File: src/hw/rtl/wfeb_pkg.sv
// shared types and constants of the frame classifier
`timescale 1ns / 1ps

package wfeb_pkg;

   localparam int COUNT_W = 12;
   localparam int LEN_W = 11;
   localparam int ADDR_W = 48;
   localparam int CSR_INDEX_W = 2;
   localparam int QUEUE_DEPTH = 2;

   // frame control fields
   localparam logic [7:0] FC_TYPE_MASK = 8'h0c;
   localparam logic [7:0] FC_TYPE_DATA = 8'h08;
   localparam logic [7:0] FC_SUBTYPE_MASK = 8'hfc;
   localparam logic [7:0] FC_BEACON = 8'h80;
   localparam logic [7:0] FC_PROBE_RESP = 8'h50;

   // llc/snap header carrying eapol
   localparam logic [7:0] LLC_SAP = 8'haa;
   localparam logic [7:0] LLC_CTRL = 8'h03;
   localparam logic [7:0] ETHERTYPE_HI = 8'h88;
   localparam logic [7:0] ETHERTYPE_LO = 8'h8e;

   localparam logic [COUNT_W-1:0] FCS_LEN = 12'd4;
   localparam logic [COUNT_W-1:0] MIN_FRAME_LEN = 12'd24;
   localparam logic [COUNT_W-1:0] MIN_DATA_LEN = 12'd32;
   localparam logic [COUNT_W-1:0] MIN_WDS_LEN = 12'd34;
   localparam logic [5:0] HDR_LEN_3ADDR = 6'd24;
   localparam logic [5:0] HDR_LEN_4ADDR = 6'd30;
   localparam logic [5:0] QOS_CTRL_LEN = 6'd2;
   localparam logic [5:0] HTC_LEN = 6'd4;
   localparam logic [5:0] LLC_SNAP_LEN = 6'd8;

   // possible llc offsets: 24, 26, ... 36
   localparam int NUM_LLC_OFFSETS = 7;

   // address byte positions
   localparam logic [COUNT_W-1:0] POS_FC0 = 12'd0;
   localparam logic [COUNT_W-1:0] POS_FC1 = 12'd1;
   localparam logic [COUNT_W-1:0] POS_ADDR1 = 12'd4;
   localparam logic [COUNT_W-1:0] POS_ADDR2 = 12'd10;
   localparam logic [COUNT_W-1:0] POS_ADDR3 = 12'd16;
   localparam logic [COUNT_W-1:0] ADDR_BYTES = 12'd6;

   typedef enum logic [2:0] {
      VERDICT_TOO_SHORT = 3'd0,
      VERDICT_NOT_KEPT = 3'd1,
      VERDICT_BEACON = 3'd2,
      VERDICT_EAPOL = 3'd3,
      VERDICT_PIN_MISMATCH = 3'd4
   } verdict_type;

   typedef enum logic [CSR_INDEX_W-1:0] {
      CSR_PIN_ENABLE = 2'd0,
      CSR_PIN_BSSID = 2'd1
   } csr_index_type;

   // summary of one frame handed from the byte front end to the verdict stage
   typedef struct packed {
      logic [COUNT_W-1:0] len;
      logic [7:0] fc0;
      logic [7:0] fc1;
      logic is_beacon;
      logic [NUM_LLC_OFFSETS-1:0] llc_match;
      logic [ADDR_W-1:0] bssid;
   } frame_info_type;

endpackage

File: src/hw/rtl/wlan_frame_eapol_beacon_classifier.sv
// top level of the 802.11 eapol and beacon frame classifier
//
//   channel | direction | handshake             | payload
//   req     | in        | req_valid / req_stall | req_data_byte, req_last_byte
//   rsp     | out       | rsp_valid / rsp_stall | rsp_verdict, rsp_bssid,
//           |           |                       | rsp_kept_length, rsp_truncated
//   csr     | in        | csr_valid / csr_ready | csr_index, csr_data
//
// one byte per cycle is taken unless req_stall is high; header fields and llc/snap hits
// are caught as bytes stream by; a result passes the queue write, then the result register
// req_stall rises only when both queue entries hold frames waiting on a stalled rsp side
// csr_ready is always high; registers are sampled when the verdict is formed
// reset is synchronous and clears byte count, queue and result valid
`timescale 1ns / 1ps

module wlan_frame_eapol_beacon_classifier
   import wfeb_pkg::*;
#(
   parameter int CAPTURE_LIMIT = 1400,
   parameter int MAX_FRAME_BYTES = 4095
) (
   input  logic clock,
   input  logic reset,
   // byte stream in
   input  logic req_valid,
   output logic req_stall,
   input  logic [7:0] req_data_byte,
   input  logic req_last_byte,
   // verdict out
   output logic rsp_valid,
   input  logic rsp_stall,
   output logic [2:0] rsp_verdict,
   output logic [ADDR_W-1:0] rsp_bssid,
   output logic [LEN_W-1:0] rsp_kept_length,
   output logic rsp_truncated,
   // register writes
   input  logic csr_valid,
   output logic csr_ready,
   input  logic [CSR_INDEX_W-1:0] csr_index,
   input  logic [ADDR_W-1:0] csr_data
);

   localparam logic [LEN_W-1:0] CAP_KEPT = LEN_W'(CAPTURE_LIMIT);

   logic pin_enable_ff;
   logic [ADDR_W-1:0] pin_bssid_ff;
   logic byte_take;
   logic info_push, info_pop, q_full, q_not_empty;
   frame_info_type front_info, head_info;

   // configuration registers, written one transaction at a time
   assign csr_ready = 1'b1;

   always_ff @(posedge clock) begin
      if (reset) begin
         pin_enable_ff <= 1'b0;
         pin_bssid_ff <= '0;
      end else if (csr_valid && csr_ready) begin
         unique case (csr_index)
            CSR_PIN_ENABLE: pin_enable_ff <= csr_data[0];
            CSR_PIN_BSSID: pin_bssid_ff <= csr_data;
            default: ;
         endcase
      end
   end

   // front end takes a byte whenever the queue has room
   assign req_stall = q_full;
   assign byte_take = req_valid && !req_stall;

   wfeb_front #(
      .MAX_FRAME_BYTES(MAX_FRAME_BYTES)
   ) u_front (
      .clock(clock),
      .reset(reset),
      .byte_take(byte_take),
      .data_byte(req_data_byte),
      .last_byte(req_last_byte),
      .info_push(info_push),
      .info(front_info)
   );

   // decouples the byte stream from a stalled result side
   wfeb_queue u_queue (
      .clock(clock),
      .reset(reset),
      .push(info_push),
      .push_info(front_info),
      .full(q_full),
      .not_empty(q_not_empty),
      .pop(info_pop),
      .head_info(head_info)
   );

   wfeb_back #(
      .CAPTURE_LIMIT(CAPTURE_LIMIT)
   ) u_back (
      .clock(clock),
      .reset(reset),
      .info_avail(q_not_empty),
      .info(head_info),
      .info_pop(info_pop),
      .pin_enable(pin_enable_ff),
      .pin_bssid(pin_bssid_ff),
      .rsp_valid(rsp_valid),
      .rsp_stall(rsp_stall),
      .rsp_verdict(rsp_verdict),
      .rsp_bssid(rsp_bssid),
      .rsp_kept_length(rsp_kept_length),
      .rsp_truncated(rsp_truncated)
   );

`ifndef SYNTHESIS
   a_unkept_no_bssid: assert property (@(posedge clock) disable iff (reset)
      rsp_valid && (rsp_verdict == VERDICT_TOO_SHORT || rsp_verdict == VERDICT_NOT_KEPT)
      |-> rsp_bssid == '0) else $error("bssid reported for a frame not kept");
   a_trunc_capped: assert property (@(posedge clock) disable iff (reset)
      rsp_valid && rsp_truncated |-> rsp_kept_length == CAP_KEPT)
      else $error("truncated frame length not capped");
   a_short_len: assert property (@(posedge clock) disable iff (reset)
      rsp_valid && rsp_verdict == VERDICT_TOO_SHORT |-> !rsp_truncated &&
      rsp_kept_length < LEN_W'(MIN_FRAME_LEN)) else $error("too short verdict on long frame");
   a_last_byte_queued: assert property (@(posedge clock) disable iff (reset)
      byte_take && req_last_byte |=> q_not_empty)
      else $error("final byte did not queue a frame");
`endif

endmodule

File: src/hw/rtl/wfeb_front.sv
// byte front end: counts bytes, captures header fields, spots llc/snap on the fly
`timescale 1ns / 1ps

module wfeb_front
   import wfeb_pkg::*;
#(
   parameter int MAX_FRAME_BYTES = 4095
) (
   input  logic clock,
   input  logic reset,
   input  logic byte_take,
   input  logic [7:0] data_byte,
   input  logic last_byte,
   output logic info_push,
   output frame_info_type info
);

   localparam logic [COUNT_W-1:0] MAX_CNT = COUNT_W'(MAX_FRAME_BYTES);

   logic [COUNT_W-1:0] cnt_ff, cnt_in, total;
   logic [7:0] fc0_ff, fc0_in, fc1_ff, fc1_in;
   logic [ADDR_W-1:0] a1_ff, a1_in, a2_ff, a2_in, a3_ff, a3_in;
   logic [7:0] win_ff [7];
   logic [NUM_LLC_OFFSETS-1:0] match_ff, match_in, match_now;
   logic llc_hit;
   logic [7:0] fc_subtype;
   logic to_ds, from_ds;

   // last seven bytes plus the current one form an llc/snap candidate
   assign llc_hit = (win_ff[6] == LLC_SAP) && (win_ff[5] == LLC_SAP) &&
                    (win_ff[4] == LLC_CTRL) && (win_ff[0] == ETHERTYPE_HI) &&
                    (data_byte == ETHERTYPE_LO);

   always_comb begin
      for (int k = 0; k < NUM_LLC_OFFSETS; k++) begin
         match_now[k] = match_ff[k] | (llc_hit &&
            (cnt_ff == COUNT_W'(int'(HDR_LEN_3ADDR) + 7 + 2 * k)));
      end
   end

   assign total = (cnt_ff < MAX_CNT) ? cnt_ff + 12'd1 : cnt_ff;

   always_comb begin
      cnt_in = last_byte ? '0 : total;
      match_in = last_byte ? '0 : match_now;
      fc0_in = (cnt_ff == POS_FC0) ? data_byte : fc0_ff;
      fc1_in = (cnt_ff == POS_FC1) ? data_byte : fc1_ff;
      a1_in = (cnt_ff >= POS_ADDR1 && cnt_ff < POS_ADDR1 + ADDR_BYTES) ?
              {a1_ff[ADDR_W-9:0], data_byte} : a1_ff;
      a2_in = (cnt_ff >= POS_ADDR2 && cnt_ff < POS_ADDR2 + ADDR_BYTES) ?
              {a2_ff[ADDR_W-9:0], data_byte} : a2_ff;
      a3_in = (cnt_ff >= POS_ADDR3 && cnt_ff < POS_ADDR3 + ADDR_BYTES) ?
              {a3_ff[ADDR_W-9:0], data_byte} : a3_ff;
   end

   always_ff @(posedge clock) begin
      if (reset) begin
         cnt_ff <= '0;
         match_ff <= '0;
      end else if (byte_take) begin
         cnt_ff <= cnt_in;
         match_ff <= match_in;
      end
   end

   always_ff @(posedge clock) begin
      if (byte_take) begin
         fc0_ff <= fc0_in;
         fc1_ff <= fc1_in;
         a1_ff <= a1_in;
         a2_ff <= a2_in;
         a3_ff <= a3_in;
         win_ff[0] <= data_byte;
         for (int i = 1; i < 7; i++) begin
            win_ff[i] <= win_ff[i-1];
         end
      end
   end

   // frame summary, valid at the final byte
   assign fc_subtype = fc0_ff & FC_SUBTYPE_MASK;
   assign to_ds = fc1_ff[0];
   assign from_ds = fc1_ff[1];

   always_comb begin
      info.len = (total > FCS_LEN) ? total - FCS_LEN : total;
      info.fc0 = fc0_ff;
      info.fc1 = fc1_ff;
      info.is_beacon = (fc_subtype == FC_BEACON) || (fc_subtype == FC_PROBE_RESP);
      info.llc_match = match_now;
      if (!info.is_beacon && to_ds && !from_ds) begin
         info.bssid = a1_ff;
      end else if (!info.is_beacon && from_ds && !to_ds) begin
         info.bssid = a2_ff;
      end else begin
         info.bssid = a3_ff;
      end
   end

   assign info_push = byte_take & last_byte;

endmodule

File: src/hw/rtl/wfeb_queue.sv
// short queue of frame summaries between front end and verdict stage
`timescale 1ns / 1ps

module wfeb_queue
   import wfeb_pkg::*;
(
   input  logic clock,
   input  logic reset,
   input  logic push,
   input  frame_info_type push_info,
   output logic full,
   output logic not_empty,
   input  logic pop,
   output frame_info_type head_info
);

   localparam int PTR_W = $clog2(QUEUE_DEPTH);
   localparam int CNT_W = $clog2(QUEUE_DEPTH + 1);

   frame_info_type mem_ff [QUEUE_DEPTH];
   logic [PTR_W-1:0] wr_ptr_ff, wr_ptr_in, rd_ptr_ff, rd_ptr_in;
   logic [CNT_W-1:0] count_ff, count_in;

   always_comb begin
      wr_ptr_in = wr_ptr_ff;
      rd_ptr_in = rd_ptr_ff;
      count_in = count_ff;
      if (push) begin
         wr_ptr_in = (wr_ptr_ff == PTR_W'(QUEUE_DEPTH - 1)) ? '0 : wr_ptr_ff + 1'b1;
      end
      if (pop) begin
         rd_ptr_in = (rd_ptr_ff == PTR_W'(QUEUE_DEPTH - 1)) ? '0 : rd_ptr_ff + 1'b1;
      end
      if (push && !pop) begin
         count_in = count_ff + 1'b1;
      end else if (pop && !push) begin
         count_in = count_ff - 1'b1;
      end
   end

   always_ff @(posedge clock) begin
      if (reset) begin
         wr_ptr_ff <= '0;
         rd_ptr_ff <= '0;
         count_ff <= '0;
      end else begin
         wr_ptr_ff <= wr_ptr_in;
         rd_ptr_ff <= rd_ptr_in;
         count_ff <= count_in;
      end
   end

   always_ff @(posedge clock) begin
      if (push) begin
         mem_ff[wr_ptr_ff] <= push_info;
      end
   end

   assign full = (count_ff == CNT_W'(QUEUE_DEPTH));
   assign not_empty = (count_ff != '0);
   assign head_info = mem_ff[rd_ptr_ff];

`ifndef SYNTHESIS
   a_no_overflow: assert property (@(posedge clock) disable iff (reset)
      push |-> !full || pop) else $error("queue push while full");
   a_no_underflow: assert property (@(posedge clock) disable iff (reset)
      pop |-> not_empty) else $error("queue pop while empty");
   a_count_step: assert property (@(posedge clock) disable iff (reset)
      (push && !pop) |=> not_empty) else $error("queue lost an entry");
`endif

endmodule

File: src/hw/rtl/wfeb_back.sv
// verdict stage: frame type, eapol offset, pin filter, length cap, result register
`timescale 1ns / 1ps

module wfeb_back
   import wfeb_pkg::*;
#(
   parameter int CAPTURE_LIMIT = 1400
) (
   input  logic clock,
   input  logic reset,
   input  logic info_avail,
   input  frame_info_type info,
   output logic info_pop,
   input  logic pin_enable,
   input  logic [ADDR_W-1:0] pin_bssid,
   output logic rsp_valid,
   input  logic rsp_stall,
   output logic [2:0] rsp_verdict,
   output logic [ADDR_W-1:0] rsp_bssid,
   output logic [LEN_W-1:0] rsp_kept_length,
   output logic rsp_truncated
);

   localparam logic [COUNT_W-1:0] CAP_LEN = COUNT_W'(CAPTURE_LIMIT);

   logic rsp_valid_ff, rsp_valid_in;
   verdict_type verdict_ff, verdict_in;
   logic [ADDR_W-1:0] bssid_ff, bssid_in;
   logic [LEN_W-1:0] kept_ff, kept_in;
   logic trunc_ff, trunc_in;

   logic [5:0] off_base, off_qos, off;
   logic [2:0] llc_idx;
   logic is_data, wds, eapol;
   logic [COUNT_W-1:0] len;

   assign len = info.len;
   assign is_data = (info.fc0 & FC_TYPE_MASK) == FC_TYPE_DATA;
   assign wds = info.fc1[0] & info.fc1[1];

   // payload offset: header length, qos control, then htc if it fits
   always_comb begin
      off_base = wds ? HDR_LEN_4ADDR : HDR_LEN_3ADDR;
      off_qos = info.fc0[7] ? off_base + QOS_CTRL_LEN : off_base;
      if (info.fc1[7] && ({6'd0, off_qos} + {6'd0, HTC_LEN} <= len)) begin
         off = off_qos + HTC_LEN;
      end else begin
         off = off_qos;
      end
      llc_idx = 3'((off - HDR_LEN_3ADDR) >> 1);
   end

   always_comb begin
      eapol = is_data && (len >= MIN_DATA_LEN) && (!wds || len >= MIN_WDS_LEN) &&
              ({6'd0, off} + {6'd0, LLC_SNAP_LEN} <= len) && info.llc_match[llc_idx];
   end

   assign info_pop = info_avail && (!rsp_valid_ff || !rsp_stall);

   always_comb begin
      trunc_in = len > CAP_LEN;
      kept_in = trunc_in ? CAP_LEN[LEN_W-1:0] : len[LEN_W-1:0];
      bssid_in = info.bssid;
      if (len < MIN_FRAME_LEN) begin
         verdict_in = VERDICT_TOO_SHORT;
         bssid_in = '0;
      end else if (info.is_beacon) begin
         verdict_in = VERDICT_BEACON;
      end else if (eapol) begin
         verdict_in = VERDICT_EAPOL;
      end else begin
         verdict_in = VERDICT_NOT_KEPT;
         bssid_in = '0;
      end
      if ((verdict_in == VERDICT_BEACON || verdict_in == VERDICT_EAPOL) &&
          pin_enable && info.bssid != pin_bssid) begin
         verdict_in = VERDICT_PIN_MISMATCH;
      end
      if (info_pop) begin
         rsp_valid_in = 1'b1;
      end else if (!rsp_stall) begin
         rsp_valid_in = 1'b0;
      end else begin
         rsp_valid_in = rsp_valid_ff;
      end
   end

   always_ff @(posedge clock) begin
      if (reset) begin
         rsp_valid_ff <= 1'b0;
      end else begin
         rsp_valid_ff <= rsp_valid_in;
      end
   end

   always_ff @(posedge clock) begin
      if (info_pop) begin
         verdict_ff <= verdict_in;
         bssid_ff <= bssid_in;
         kept_ff <= kept_in;
         trunc_ff <= trunc_in;
      end
   end

   assign rsp_valid = rsp_valid_ff;
   assign rsp_verdict = verdict_ff;
   assign rsp_bssid = bssid_ff;
   assign rsp_kept_length = kept_ff;
   assign rsp_truncated = trunc_ff;

endmodule

File: config.mk
export PLATFORM = sky130hd
export DESIGN_NAME = wlan_frame_eapol_beacon_classifier
export DESIGN_NICKNAME = d
export VERILOG_FILES = /design/src/hw/rtl/wfeb_pkg.sv /design/src/hw/rtl/wlan_frame_eapol_beacon_classifier.sv /design/src/hw/rtl/wfeb_front.sv /design/src/hw/rtl/wfeb_queue.sv /design/src/hw/rtl/wfeb_back.sv
export SDC_FILE = /design/constraint.sdc
export NUM_CORES = 1
export LEC_CHECK = 0
export BUFFER_PORTS_ARGS = -buffer_cell sky130_fd_sc_hd__buf_4
export CORE_MARGIN = 2
export CORE_UTILIZATION = 45
export DETAILED_ROUTE_END_ITERATION = 12
export SYNTH_ARGS = -nofsm -noshare
export SYNTH_HDL_FRONTEND = slang
export SYNTH_SLANG_ARGS = --single-unit
File: constraint.sdc
create_clock -name clock -period 8.1 [get_ports clock]
set_input_delay 0.405 -clock clock [delete_from_list [all_inputs] [get_ports clock]]
set_output_delay 0.405 -clock clock [all_outputs]
set_load 0.1 [all_outputs]
# After elaboration in Yosys (flattened, before gate mapping)
# Memory sizes are Yosys's and may differ from the RTL's. A register that Yosys moved wholly into a read port is not among the register bits.
# Index checks and enable logic that the tools add are counted.
# totals
reg_bits	296
elab_cells	157
out_inout_bits	66
ramBits	224
mem_bits_ro	0
latch_bits	0
in_bits	64
mem_count	2
# classes
muxes	28
n_eq_ne	22
bitwise_logic	9
reduce_logical	53
n_mul	0
n_lt_le_gt_ge	15
shifts	0
addsub	11
div_mod_pow	0
# memory_table
name	words	width	rd	rd_ports_with_merged_regs	write_ports	line	source
u_queue.mem_ff	2	84	1	1	1	wfeb_queue.sv:20	frame_info_type mem_ff [QUEUE_DEPTH];
u_front.win_ff	7	8	7	0	7	wfeb_front.sv:23	logic [7:0] win_ff [7];
# op_table
operator	n
48-bit 2-to-1 mux	4
12-bit by 6-bit == test with 1-bit output (second input constant)	6
48-bit inequality test	1
12-bit by 5-bit < comparator with 1-bit output (second input constant)	3
12-bit 2-to-1 mux	3
8-bit == test (second input constant)	4
1-bit logical AND	29
12-bit by 6-bit >= comparator with 1-bit output (second input constant)	2
12-bit <= comparator	2
2-bit AND reduction	7
12-bit by 1-bit adder with 12-bit output (second input constant)	1
12-bit by 1-bit == test with 1-bit output (second input constant)	1
12-bit by 5-bit == test with 1-bit output (second input constant)	1
12-bit by 3-bit >= comparator with 1-bit output (second input constant)	1
12-bit by 4-bit >= comparator with 1-bit output (second input constant)	1
12-bit by 5-bit >= comparator with 1-bit output (second input constant)	1
12-bit by 11-bit > comparator with 1-bit output (second input constant)	1
12-bit by 3-bit > comparator with 1-bit output (second input constant)	1
12-bit zero test	1
12-bit < comparator (second input constant)	1
12-bit by 4-bit < comparator with 1-bit output (second input constant)	1
6-bit 2-to-1 mux	2
12-bit by 3-bit subtractor with 12-bit output (second input constant)	1
1-bit 2-to-1 mux	11
other kinds (26)	52

# Longest topological paths before layout
# Gate-level depths: netlist of run 1.
# depth
ltp_word	19
depth_mapped	23
depth_no_buf	18

# Cells and area by module
# A second synthesis of run 1 with hierarchy kept.
# hier_totals
hier_cells	1402
area_unflattened_um2	21516.9
# by_module_without_submodules
mod	area_each_um2	n_inst	cells_per_inst	seq_area_each_um2
wfeb_front	9193.8	1	610	6866.6
wfeb_queue	6511.2	1	283	5144.9
wfeb_back	3599.7	1	293	1911.8
wlan_frame_eapol_beacon_classifier	2212.1	1	216	980.9

# Worst setup path before layout of run 1
# Ideal clock, no wire load.
# synth_path
path_kind	register to register
start	register u_queue.count_ff[0]
end	register u_front.a3_ff[0], enable pin
t_required_ns	7.510
synth_period_minus_slack_ns	7.332
arrival_ns	6.742
setup_ns	0.590
n_path_buf	0
setup_slack_ns	0.768
stages_incl_launch_ff	6
cell_sequence	dfxtp_1 -> nand2b_1 -> nand2_1 -> clkinv_1 -> nand2_1 -> nor4b_1
# synth_via
elab_chain_cells	4
# synth_rtl
item	line	source
start, declared	wfeb_queue.sv:22	logic [CNT_W-1:0] count_ff, count_in;
start signal, assigned	wfeb_queue.sv:49	count_ff <= count_in;
2-bit == test	wfeb_queue.sv:59	assign full = (count_ff == CNT_W'(QUEUE_DEPTH));
1-bit zero test	wlan_frame_eapol_beacon_classifier.sv:69	assign byte_take = req_valid && !req_stall;
1-bit logical AND	wlan_frame_eapol_beacon_classifier.sv:69	
via byte_take	wlan_frame_eapol_beacon_classifier.sv:47	logic byte_take;
2-bit AND reduction (no source line)	-	
end signal, assigned	wfeb_front.sv:72	a3_ff <= a3_in;
end, declared	wfeb_front.sv:22	logic [ADDR_W-1:0] a1_ff, a1_in, a2_ff, a2_in, a3_ff, a3_in;
# The timed path passes the listed nets, and every way through them passes these cells.
# A chain may end at the register's enable or synchronous reset.

==> impl_metrics.prom, run 1 <==
# TYPE chip_impl_metric gauge
chip_impl_metric{name="antenna_cells",unit=""} 0
chip_impl_metric{name="ys.warnings.count",unit=""} 0
chip_impl_metric{name="coreArea",unit="um^2"} 43000
chip_impl_metric{name="syn2layout_area_growth",unit="%"} 16.2
chip_impl_info{name="critical-path-top-delay-family",value="compound AO/OA/AOI/OAI gates"} 1
chip_impl_info{name="critical_path.startpoint_type",value="flip-flop"} 1
chip_impl_metric{name="initial_antenna_violation_count",unit=""} 0
chip_impl_metric{name="finalNetCount",unit=""} 1556
chip_impl_metric{name="maxSlewViolCount",unit=""} 0
chip_impl_info{name="final_common_cell",value="sky130_fd_sc_hd__edfxtp_1"} 1
chip_impl_info{name="cts_root_buf",value="sky130_fd_sc_hd__clkbuf_16"} 1
chip_impl_metric{name="worst_ep_arrival_time",unit="ns"} 5.80
chip_impl_metric{name="post_route_cells_drive_above_1_share",unit="%"} 19.0
chip_impl_metric{name="ys_seq_area_share",unit="%"} 72.1
chip_impl_metric{name="netlist_instances",unit=""} 1337
chip_impl_metric{name="post_cts.repair.setup_buffers",unit=""} 0
chip_impl_metric{name="grt_max_degree",unit=""} 97
chip_impl_info{name="cts_tree",value="done"} 1
chip_impl_metric{name="syn_avg_cell_area",unit="um^2"} 14.6
chip_impl_metric{name="core.rowCount",unit=""} 76
chip_impl_metric{name="depth_of_the_cts_h_tree",unit=""} 2
chip_impl_metric{name="yosys-mux-area-fraction",unit="%"} 6.47
chip_impl_info{name="holdCritPathClass",value="in -> reg"} 1
chip_impl_metric{name="max_cap_viols",unit=""} 0
chip_impl_metric{name="postLayoutCellArea",unit="um^2"} 22700
chip_impl_info{name="path_class",value="reg -> reg"} 1
chip_impl_metric{name="track_usage",unit="%"} 18.1
chip_impl_metric{name="detailed_place.area",unit="um^2"} 21100
chip_impl_metric{name="ant_nets",unit=""} 0
chip_impl_metric{name="yosys.area_share.xor_xnor",unit="%"} 2.96
chip_impl_metric{name="async_flop_share",unit="%"} 0
chip_impl_metric{name="worstSkewPairLatency",unit="ns"} 0.59
chip_impl_metric{name="initial_utilization",unit="%"} 45.5
chip_impl_metric{name="timing_hold_violations_final",unit=""} 0
chip_impl_metric{name="drt_first_pass_iters",unit=""} 5
chip_impl_metric{name="cts.sinks",unit=""} 494
chip_impl_metric{name="worst_clock_skew",unit="ns"} 0.0166
chip_impl_info{name="grt_setup_unrepaired",value="no"} 1
chip_impl_metric{name="cts.reportedPaths.clkPinSlew",unit="ns"} 0.06
chip_impl_metric{name="numPlacedInstances",unit=""} 2007
chip_impl_metric{name="synth_compound_area_share",unit="%"} 5.83
chip_impl_metric{name="place_ws",unit="ns"} 2.79
chip_impl_metric{name="routed-via-count",unit=""} 10873
chip_impl_metric{name="synth-seq-cells",unit=""} 494
chip_impl_metric{name="crit_required",unit="ns"} 8.54
chip_impl_metric{name="largest_incremental_delay_on_the_critical_path",unit="ns"} 0.83
chip_impl_info{name="timing.critical_path.cells",value="nand3_1, o21a_1, inv_1, ha_1, inv_1, ha_1, a211oi_1, o221ai_1, a31oi_1, xnor2_1, ha_1, a21o_1, a21o_1, a21oi_1, o21ai_0, a211oi_2, a21oi_4, buf_4, nor2_2"} 1
chip_impl_metric{name="worstPathBufferInverterCount",unit=""} 3
chip_impl_metric{name="netlist-cell-type-count",unit=""} 74
chip_impl_metric{name="setup_tns",unit="ns"} 0
chip_impl_metric{name="post_synth_fa_ha_maj_area_fraction",unit="%"} 1.09
chip_impl_metric{name="setup_ws",unit="ns"} 2.73
chip_impl_metric{name="design.portCount",unit=""} 130
chip_impl_metric{name="fp.dieW",unit="um"} 212
chip_impl_metric{name="gp_congestion",unit=""} 0.802
chip_impl_metric{name="grt_first_pass_wirelength",unit="um"} 61500
chip_impl_metric{name="detail_route.drc_violations",unit=""} 0
chip_impl_metric{name="drt_iter0_drc",unit=""} 963
chip_impl_info{name="worst_path_max_delay_cell",value="sky130_fd_sc_hd__dfxtp_4"} 1
chip_impl_metric{name="route.final.wire_length",unit="um"} 40700
chip_impl_metric{name="synthesis.nets",unit=""} 1418
chip_impl_metric{name="cts.repair.resized",unit=""} 0
chip_impl_metric{name="timing.final.crit_period",unit="ns"} 5.37
chip_impl_metric{name="die_area",unit="um^2"} 45100
chip_impl_metric{name="finalSetupViolations",unit=""} 0
chip_impl_metric{name="synth-simple-area-share",unit="%"} 9.67
chip_impl_metric{name="cts_hold_repair.buffers",unit=""} 0
chip_impl_metric{name="finalCritPeriodShare",unit="%"} 66.2
chip_impl_metric{name="finalHoldWorstSlack",unit="ns"} 0.0597
chip_impl_metric{name="max_freq",unit="GHz"} 0.186
chip_impl_metric{name="cts-buffers-inserted",unit=""} 51
chip_impl_info{name="crit_path_end_kind",value="flip-flop"} 1
chip_impl_metric{name="port-buffer-count",unit=""} 128
chip_impl_info{name="synth_top_family_by_area",value="simple AND/OR/NAND/NOR gates"} 1
chip_impl_metric{name="power_leakage",unit="nW"} 8.00
chip_impl_metric{name="timing_worst_slew_pin_value",unit="ns"} 0.987
chip_impl_info{name="main_synth_ff_type",value="sky130_fd_sc_hd__edfxtp_1"} 1
chip_impl_metric{name="critical_path_peak_fanout",unit=""} 51
chip_impl_metric{name="via_per_inst",unit=""} 5.18
chip_impl_metric{name="grt_pass1_vias",unit=""} 10415
chip_impl_info{name="critPathMostFrequentCell",value="sky130_fd_sc_hd__ha_1"} 1
chip_impl_metric{name="syn_area",unit="um^2"} 19600
chip_impl_info{name="outcome",value="finished clean"} 1
chip_impl_metric{name="utilization",unit="%"} 52.9
chip_impl_metric{name="grt.overflow.total",unit=""} 0
chip_impl_metric{name="cts-root-to-sink-buffers",unit=""} 3
chip_impl_info{name="leading_cell_types_in_the_layout_fill_and_taps_excluded",value="420 x sky130_fd_sc_hd__edfxtp_1, 142 x sky130_fd_sc_hd__buf_4, 123 x sky130_fd_sc_hd__nand2_1"} 1
chip_impl_metric{name="detail_route.wl_per_cell",unit="um"} 19.4
chip_impl_metric{name="final_cell_count_no_fill",unit=""} 2100
chip_impl_metric{name="power.density_cell_area",unit="nW/um^2"} 343
chip_impl_metric{name="design_power_total",unit="mW"} 7.80
chip_impl_metric{name="post-dp-hpwl",unit="um"} 26500
chip_impl_metric{name="synth_edf_count",unit=""} 420
chip_impl_metric{name="worst_supply_voltage_drop_on_vdd",unit="V"} 0.000268
chip_impl_metric{name="slew-limit-headroom",unit="%"} 34.2
chip_impl_metric{name="die-height",unit="um"} 212
-- registers in the layout (all words and copies together) (netlist names), 11 cells and up, named ones only --
signal,cells
u_front.cnt_ff,12
u_back.rsp_kept_length,11
u_front.a1_ff,48
u_queue.mem_ff,148
u_front.a3_ff,48
u_front.win_ff,56
u_front.a2_ff,48
u_back.rsp_bssid,48
pin_bssid_ff,48
-- Yosys cell counts, drive strengths merged (13+ instances only) --
library cell  count  area, um^2
a21oi           112         572
nor3             15        75.1
inv              18        67.6
edfxtp          420       12600
xnor2            57         499
mux2i           114        1140
ha               17         213
nor4             19         119
dfxtp            74        1480
nand2           123         462
clkbuf           26        97.6
buf              31         205
nor2            147         674
o21ai            13        65.1
-- final timing paths --
path,end,slack [ns],start,depth (start not counted)
worst max-delay path,u_back.rsp_bssid[27]$_SDFFCE_PP0P_,2.73,flip-flop,19
worst min-delay path,u_front.fc1_ff[0]$_DFFE_PP_,0.06,req_data_byte[0],1
worst max register to register,u_back.rsp_bssid[27]$_SDFFCE_PP0P_,2.73,flip-flop,19
worst min register to register,u_front.win_ff[4][5]$_DFFE_PP_,0.42,u_front.win_ff[3][5]$_DFFE_PP_,0
-- where the power goes --
group / switching (mW) / total, mW / leakage [nW] / internal [mW]
combinational: 1.73 / 2.21 / 2.72 / 0.481
clock: 0.937 / 2.29 / 0.796 / 1.36
sequential: 0.148 / 3.30 / 4.49 / 3.15
total: 2.81 / 7.80 / 8.00 / 4.99
-- per-layer routing --
metal	vias to the layer above	global-route usage, %	wire, um
met5	-	0	0
met4	0	4.20	653
met3	51	3.21	2060
met2	255	25.7	17300
met1	5327	28.7	20600
li1	5240	-	-
-- cells by family after synthesis --
kind of cell | count (synthesis)
muxes | 122
DFF | 494
xor gates and xnor gates | 66
adders and majority gates | 17
and+or+nand+nor | 378
AOI/OAI and AO/OA | 183
other | 1
buffers and inverters | 76
-- area by class of cell --
cell class	count	area, um^2
multi-input combinational	767	5110
sequential	494	14100
fill	3591	20300
tap	585	732
inverter	19	71.3
clock inverter	27	269
clock buffer	66	1380
timing repair buffer	142	1070
Power figures use the tool's default switching activity.
==> run 2: changes to the inputs <==
ABC_AREA = 1   (was default)
clock period = 5.44 ns   (was 8.1 ns; I/O delays follow)
==> impl_metrics.prom, run 2 <==
# TYPE chip_impl_metric gauge
chip_impl_metric{name="track_usage",unit="%"} 18.7
chip_impl_info{name="crit_path_end_kind",value="flip-flop"} 1
chip_impl_metric{name="antenna_cells",unit=""} 0
chip_impl_info{name="leading_cell_types_in_the_layout_fill_and_taps_excluded",value="420 x sky130_fd_sc_hd__edfxtp_1, 273 x sky130_fd_sc_hd__nand2_1, 248 x sky130_fd_sc_hd__nor2_1"} 1
chip_impl_metric{name="die_area",unit="um^2"} 45500
chip_impl_info{name="final_common_cell",value="sky130_fd_sc_hd__edfxtp_1"} 1
chip_impl_metric{name="gp_congestion",unit=""} 0.818
chip_impl_metric{name="utilization",unit="%"} 54.6
chip_impl_metric{name="initial_utilization",unit="%"} 45.7
chip_impl_metric{name="grt_pass1_vias",unit=""} 11645
chip_impl_info{name="largest_registers",value="u_queue.mem_ff x148, u_front.win_ff x56"} 1
chip_impl_metric{name="ys.warnings.count",unit=""} 0
chip_impl_metric{name="via_per_inst",unit=""} 4.97
chip_impl_metric{name="max_cap_viols",unit=""} 0
chip_impl_metric{name="worst_clock_skew",unit="ns"} 0.0191
chip_impl_metric{name="coreArea",unit="um^2"} 43200
chip_impl_info{name="outcome",value="finished clean"} 1
chip_impl_metric{name="core.rowCount",unit=""} 76
chip_impl_info{name="largest-register",value="u_queue.mem_ff"} 1
chip_impl_metric{name="netlist-cell-type-count",unit=""} 42
chip_impl_metric{name="finalNetCount",unit=""} 1912
chip_impl_info{name="holdCritPathClass",value="in -> reg"} 1
chip_impl_metric{name="port-buffer-count",unit=""} 128
chip_impl_metric{name="fillerInstances",unit=""} 3641
chip_impl_metric{name="largest_register_ffs",unit=""} 148
chip_impl_metric{name="timing_worst_slew_pin_value",unit="ns"} 0.985
chip_impl_metric{name="setup_tns",unit="ns"} 0
chip_impl_info{name="cts_tree",value="done"} 1
chip_impl_metric{name="max_freq",unit="GHz"} 0.221
chip_impl_metric{name="synthesis.nets",unit=""} 1718
chip_impl_info{name="path_class",value="reg -> reg"} 1
chip_impl_metric{name="crit_required",unit="ns"} 5.85
chip_impl_info{name="synth.largest_area_cell",value="sky130_fd_sc_hd__edfxtp_1"} 1
chip_impl_metric{name="worst_supply_voltage_drop_on_vdd",unit="V"} 0.000500
chip_impl_metric{name="drt_first_pass_iters",unit=""} 8
chip_impl_metric{name="initial_antenna_violation_count",unit=""} 1
chip_impl_metric{name="syn_area",unit="um^2"} 19700
chip_impl_metric{name="finalSetupViolations",unit=""} 0
chip_impl_metric{name="finalCritPeriodShare",unit="%"} 83.1
chip_impl_metric{name="timing.final.crit_period",unit="ns"} 4.52
chip_impl_metric{name="cts-buffers-inserted",unit=""} 50
chip_impl_info{name="main_synth_ff_type",value="sky130_fd_sc_hd__edfxtp_1"} 1
chip_impl_info{name="cts_root_buf",value="sky130_fd_sc_hd__clkbuf_16"} 1
chip_impl_metric{name="hold-path-cell-count",unit=""} 3
chip_impl_metric{name="route.final.wire_length",unit="um"} 42200
chip_impl_metric{name="cts.sinks",unit=""} 494
chip_impl_metric{name="design.portCount",unit=""} 130
chip_impl_metric{name="synth.top_cell.area_share",unit="%"} 64.0
chip_impl_metric{name="die-height",unit="um"} 213
chip_impl_metric{name="post_route_cells_drive_above_1_share",unit="%"} 16.1
chip_impl_metric{name="cts-root-to-sink-buffers",unit=""} 3
chip_impl_metric{name="worst_ep_arrival_time",unit="ns"} 4.93
chip_impl_metric{name="ant_nets",unit=""} 0
chip_impl_metric{name="power.density_cell_area",unit="nW/um^2"} 534
chip_impl_metric{name="syn_avg_cell_area",unit="um^2"} 12.0
chip_impl_metric{name="detail_route.drc_violations",unit=""} 0
chip_impl_metric{name="grt_first_pass_wirelength",unit="um"} 65100
chip_impl_metric{name="timing_hold_violations_final",unit=""} 0
chip_impl_metric{name="ys_seq_area_share",unit="%"} 71.5
chip_impl_metric{name="routed-via-count",unit=""} 12211
chip_impl_metric{name="depth_of_the_cts_h_tree",unit=""} 2
chip_impl_metric{name="synth_edf_count",unit=""} 420
chip_impl_metric{name="power_leakage",unit="nW"} 9.05
chip_impl_metric{name="worst_r2r_path_depth",unit=""} 26
chip_impl_metric{name="detail_route.wl_per_cell",unit="um"} 17.2
chip_impl_metric{name="synth-seq-cells",unit=""} 494
chip_impl_info{name="grt_setup_unrepaired",value="no"} 1
chip_impl_metric{name="slew-limit-headroom",unit="%"} 34.3
chip_impl_info{name="yosysMostFrequentCell",value="sky130_fd_sc_hd__edfxtp_1"} 1
chip_impl_metric{name="critical_path_peak_fanout",unit=""} 49
chip_impl_metric{name="syn2layout_area_growth",unit="%"} 19.5
chip_impl_metric{name="netlist_instances",unit=""} 1637
chip_impl_metric{name="maxSlewViolCount",unit=""} 0
chip_impl_metric{name="design_power_total",unit="mW"} 12.6
chip_impl_metric{name="async_flop_share",unit="%"} 0
chip_impl_metric{name="grt_max_degree",unit=""} 97
chip_impl_info{name="yosys-top-cells-count",value="420 x sky130_fd_sc_hd__edfxtp_1, 273 x sky130_fd_sc_hd__nand2_1, 252 x sky130_fd_sc_hd__nor2_1"} 1
chip_impl_metric{name="fp.dieW",unit="um"} 213
chip_impl_info{name="critical_path.startpoint_type",value="flip-flop"} 1
chip_impl_metric{name="grt.overflow.total",unit=""} 0
chip_impl_metric{name="drt_iter0_drc",unit=""} 1154
chip_impl_metric{name="post-dp-hpwl",unit="um"} 26800
chip_impl_metric{name="cts.reportedPaths.clkPinSlew",unit="ns"} 0.06
chip_impl_metric{name="worstSkewPairLatency",unit="ns"} 0.58
chip_impl_info{name="synthTopCellsByArea",value="sky130_fd_sc_hd__edfxtp_1 64%, sky130_fd_sc_hd__dfxtp_1 7.5%, sky130_fd_sc_hd__nand2_1 5.2%"} 1
run 2: kinds of logic (layout without fill, tap and decap cells):
| group | count (synthesis) | in the layout | share of synthesized area (%) |
|---|---|---|---|
| other cells | 1 | 1 | 0.0190 |
| fa+ha+maj | 17 | 17 | 1.08 |
| simple gates | 687 | 687 | 15.2 |
| flops | 494 | 494 | 71.5 |
| xor+xnor | 52 | 52 | 2.31 |
| compound gates | 211 | 211 | 6.07 |
| buf+inv | 175 | 411 | 3.88 |
run 2: final cells by class:
cell class | instances | area [um^2] | area share, %
repair buffers | 204 | 1680 | 7.12
multi-input cells | 968 | 4910 | 20.8
flip-flops and latches | 494 | 14100 | 59.8
clock buffers | 61 | 1370 | 5.80
inverters | 113 | 424 | 1.80
well taps | 585 | 732 | 3.11
clock inverters | 33 | 362 | 1.53
run 2: final timing paths:
| path | start | end | slack (ns) |
|---|---|---|---|
| max | flip-flop | u_back.rsp_bssid[30]$_SDFFCE_PP0P_ | 0.92 |
| min | csr_valid | pin_enable_ff$_SDFFE_PP0P_ | 0.04 |
| max reg2reg | flip-flop | u_back.rsp_bssid[30]$_SDFFCE_PP0P_ | 0.92 |
| min reg2reg | u_front.win_ff[3][4]$_DFFE_PP_ | u_front.win_ff[4][4]$_DFFE_PP_ | 0.42 |
run 2: per-layer routing:
| layer | vias up | global-route usage, % | wire length [um] |
|---|---|---|---|
| met5 | - | 0 | 0 |
| met4 | 0 | 5.27 | 799 |
| met3 | 60 | 2.71 | 2150 |
| met2 | 317 | 27.7 | 18500 |
| met1 | 5811 | 28.8 | 20800 |
| li1 | 6023 | - | - |
run 2: power breakdown:
part	switching [mW]	total (mW)	leakage (nW)	internal, mW
clock	1.42	3.58	0.842	2.16
combinational	3.19	4.04	3.70	0.852
sequential	0.193	4.95	4.50	4.76
total	4.80	12.6	9.05	7.77
run 2: repair_timing:
| action | CTS | global route |
|---|---|---|
| setup buffers | 0 | 0 |
| hold buffers | 59 | 0 |
| hold endpoints to repair | 91 | 0 |
| gates resized for setup | 0 | 0 |
run 2: worst max-delay path, stage by stage, from the launching register on:
cell                       delay [ns]
sky130_fd_sc_hd__dfxtp_2         0.65
sky130_fd_sc_hd__inv_2           0.23
sky130_fd_sc_hd__nand3_2         0.11
sky130_fd_sc_hd__nand2_2         0.11
sky130_fd_sc_hd__ha_1            0.41
sky130_fd_sc_hd__ha_1            0.22
sky130_fd_sc_hd__nand3_1         0.08
sky130_fd_sc_hd__nand3_1         0.07
sky130_fd_sc_hd__nand2_1         0.05
sky130_fd_sc_hd__nand2_1         0.05
sky130_fd_sc_hd__nand2_1         0.05
sky130_fd_sc_hd__nand2_1         0.16
sky130_fd_sc_hd__nand2_4         0.10
sky130_fd_sc_hd__nand2_1         0.09
sky130_fd_sc_hd__o21ai_2         0.08
sky130_fd_sc_hd__ha_1            0.32
sky130_fd_sc_hd__nand2_1         0.06
sky130_fd_sc_hd__nor2_1          0.09
sky130_fd_sc_hd__and2_1          0.15
sky130_fd_sc_hd__nor2_1          0.04
sky130_fd_sc_hd__nor2_1          0.10
sky130_fd_sc_hd__nand2_1         0.06
sky130_fd_sc_hd__a21boi_1        0.15
sky130_fd_sc_hd__nand3_2         0.10
sky130_fd_sc_hd__nand2_2         0.10
sky130_fd_sc_hd__nand2_4         0.40
sky130_fd_sc_hd__nor2_1          0.25
run 2: through the flow:
step                      hold slack (ns)  std cells  instance area (um^2)  setup WS (ns)
final                              0.0360       2458                 23600          0.922
after detailed placement            0.405       2305                 21300          0.921
after global placement              0.403       2305                 21300           1.03
after floorplan                     0.341       1637                 19700         0.0465
after CTS                         0.00101       2458                 23600          0.889
after global routing               0.0306       2458                 23600          0.340
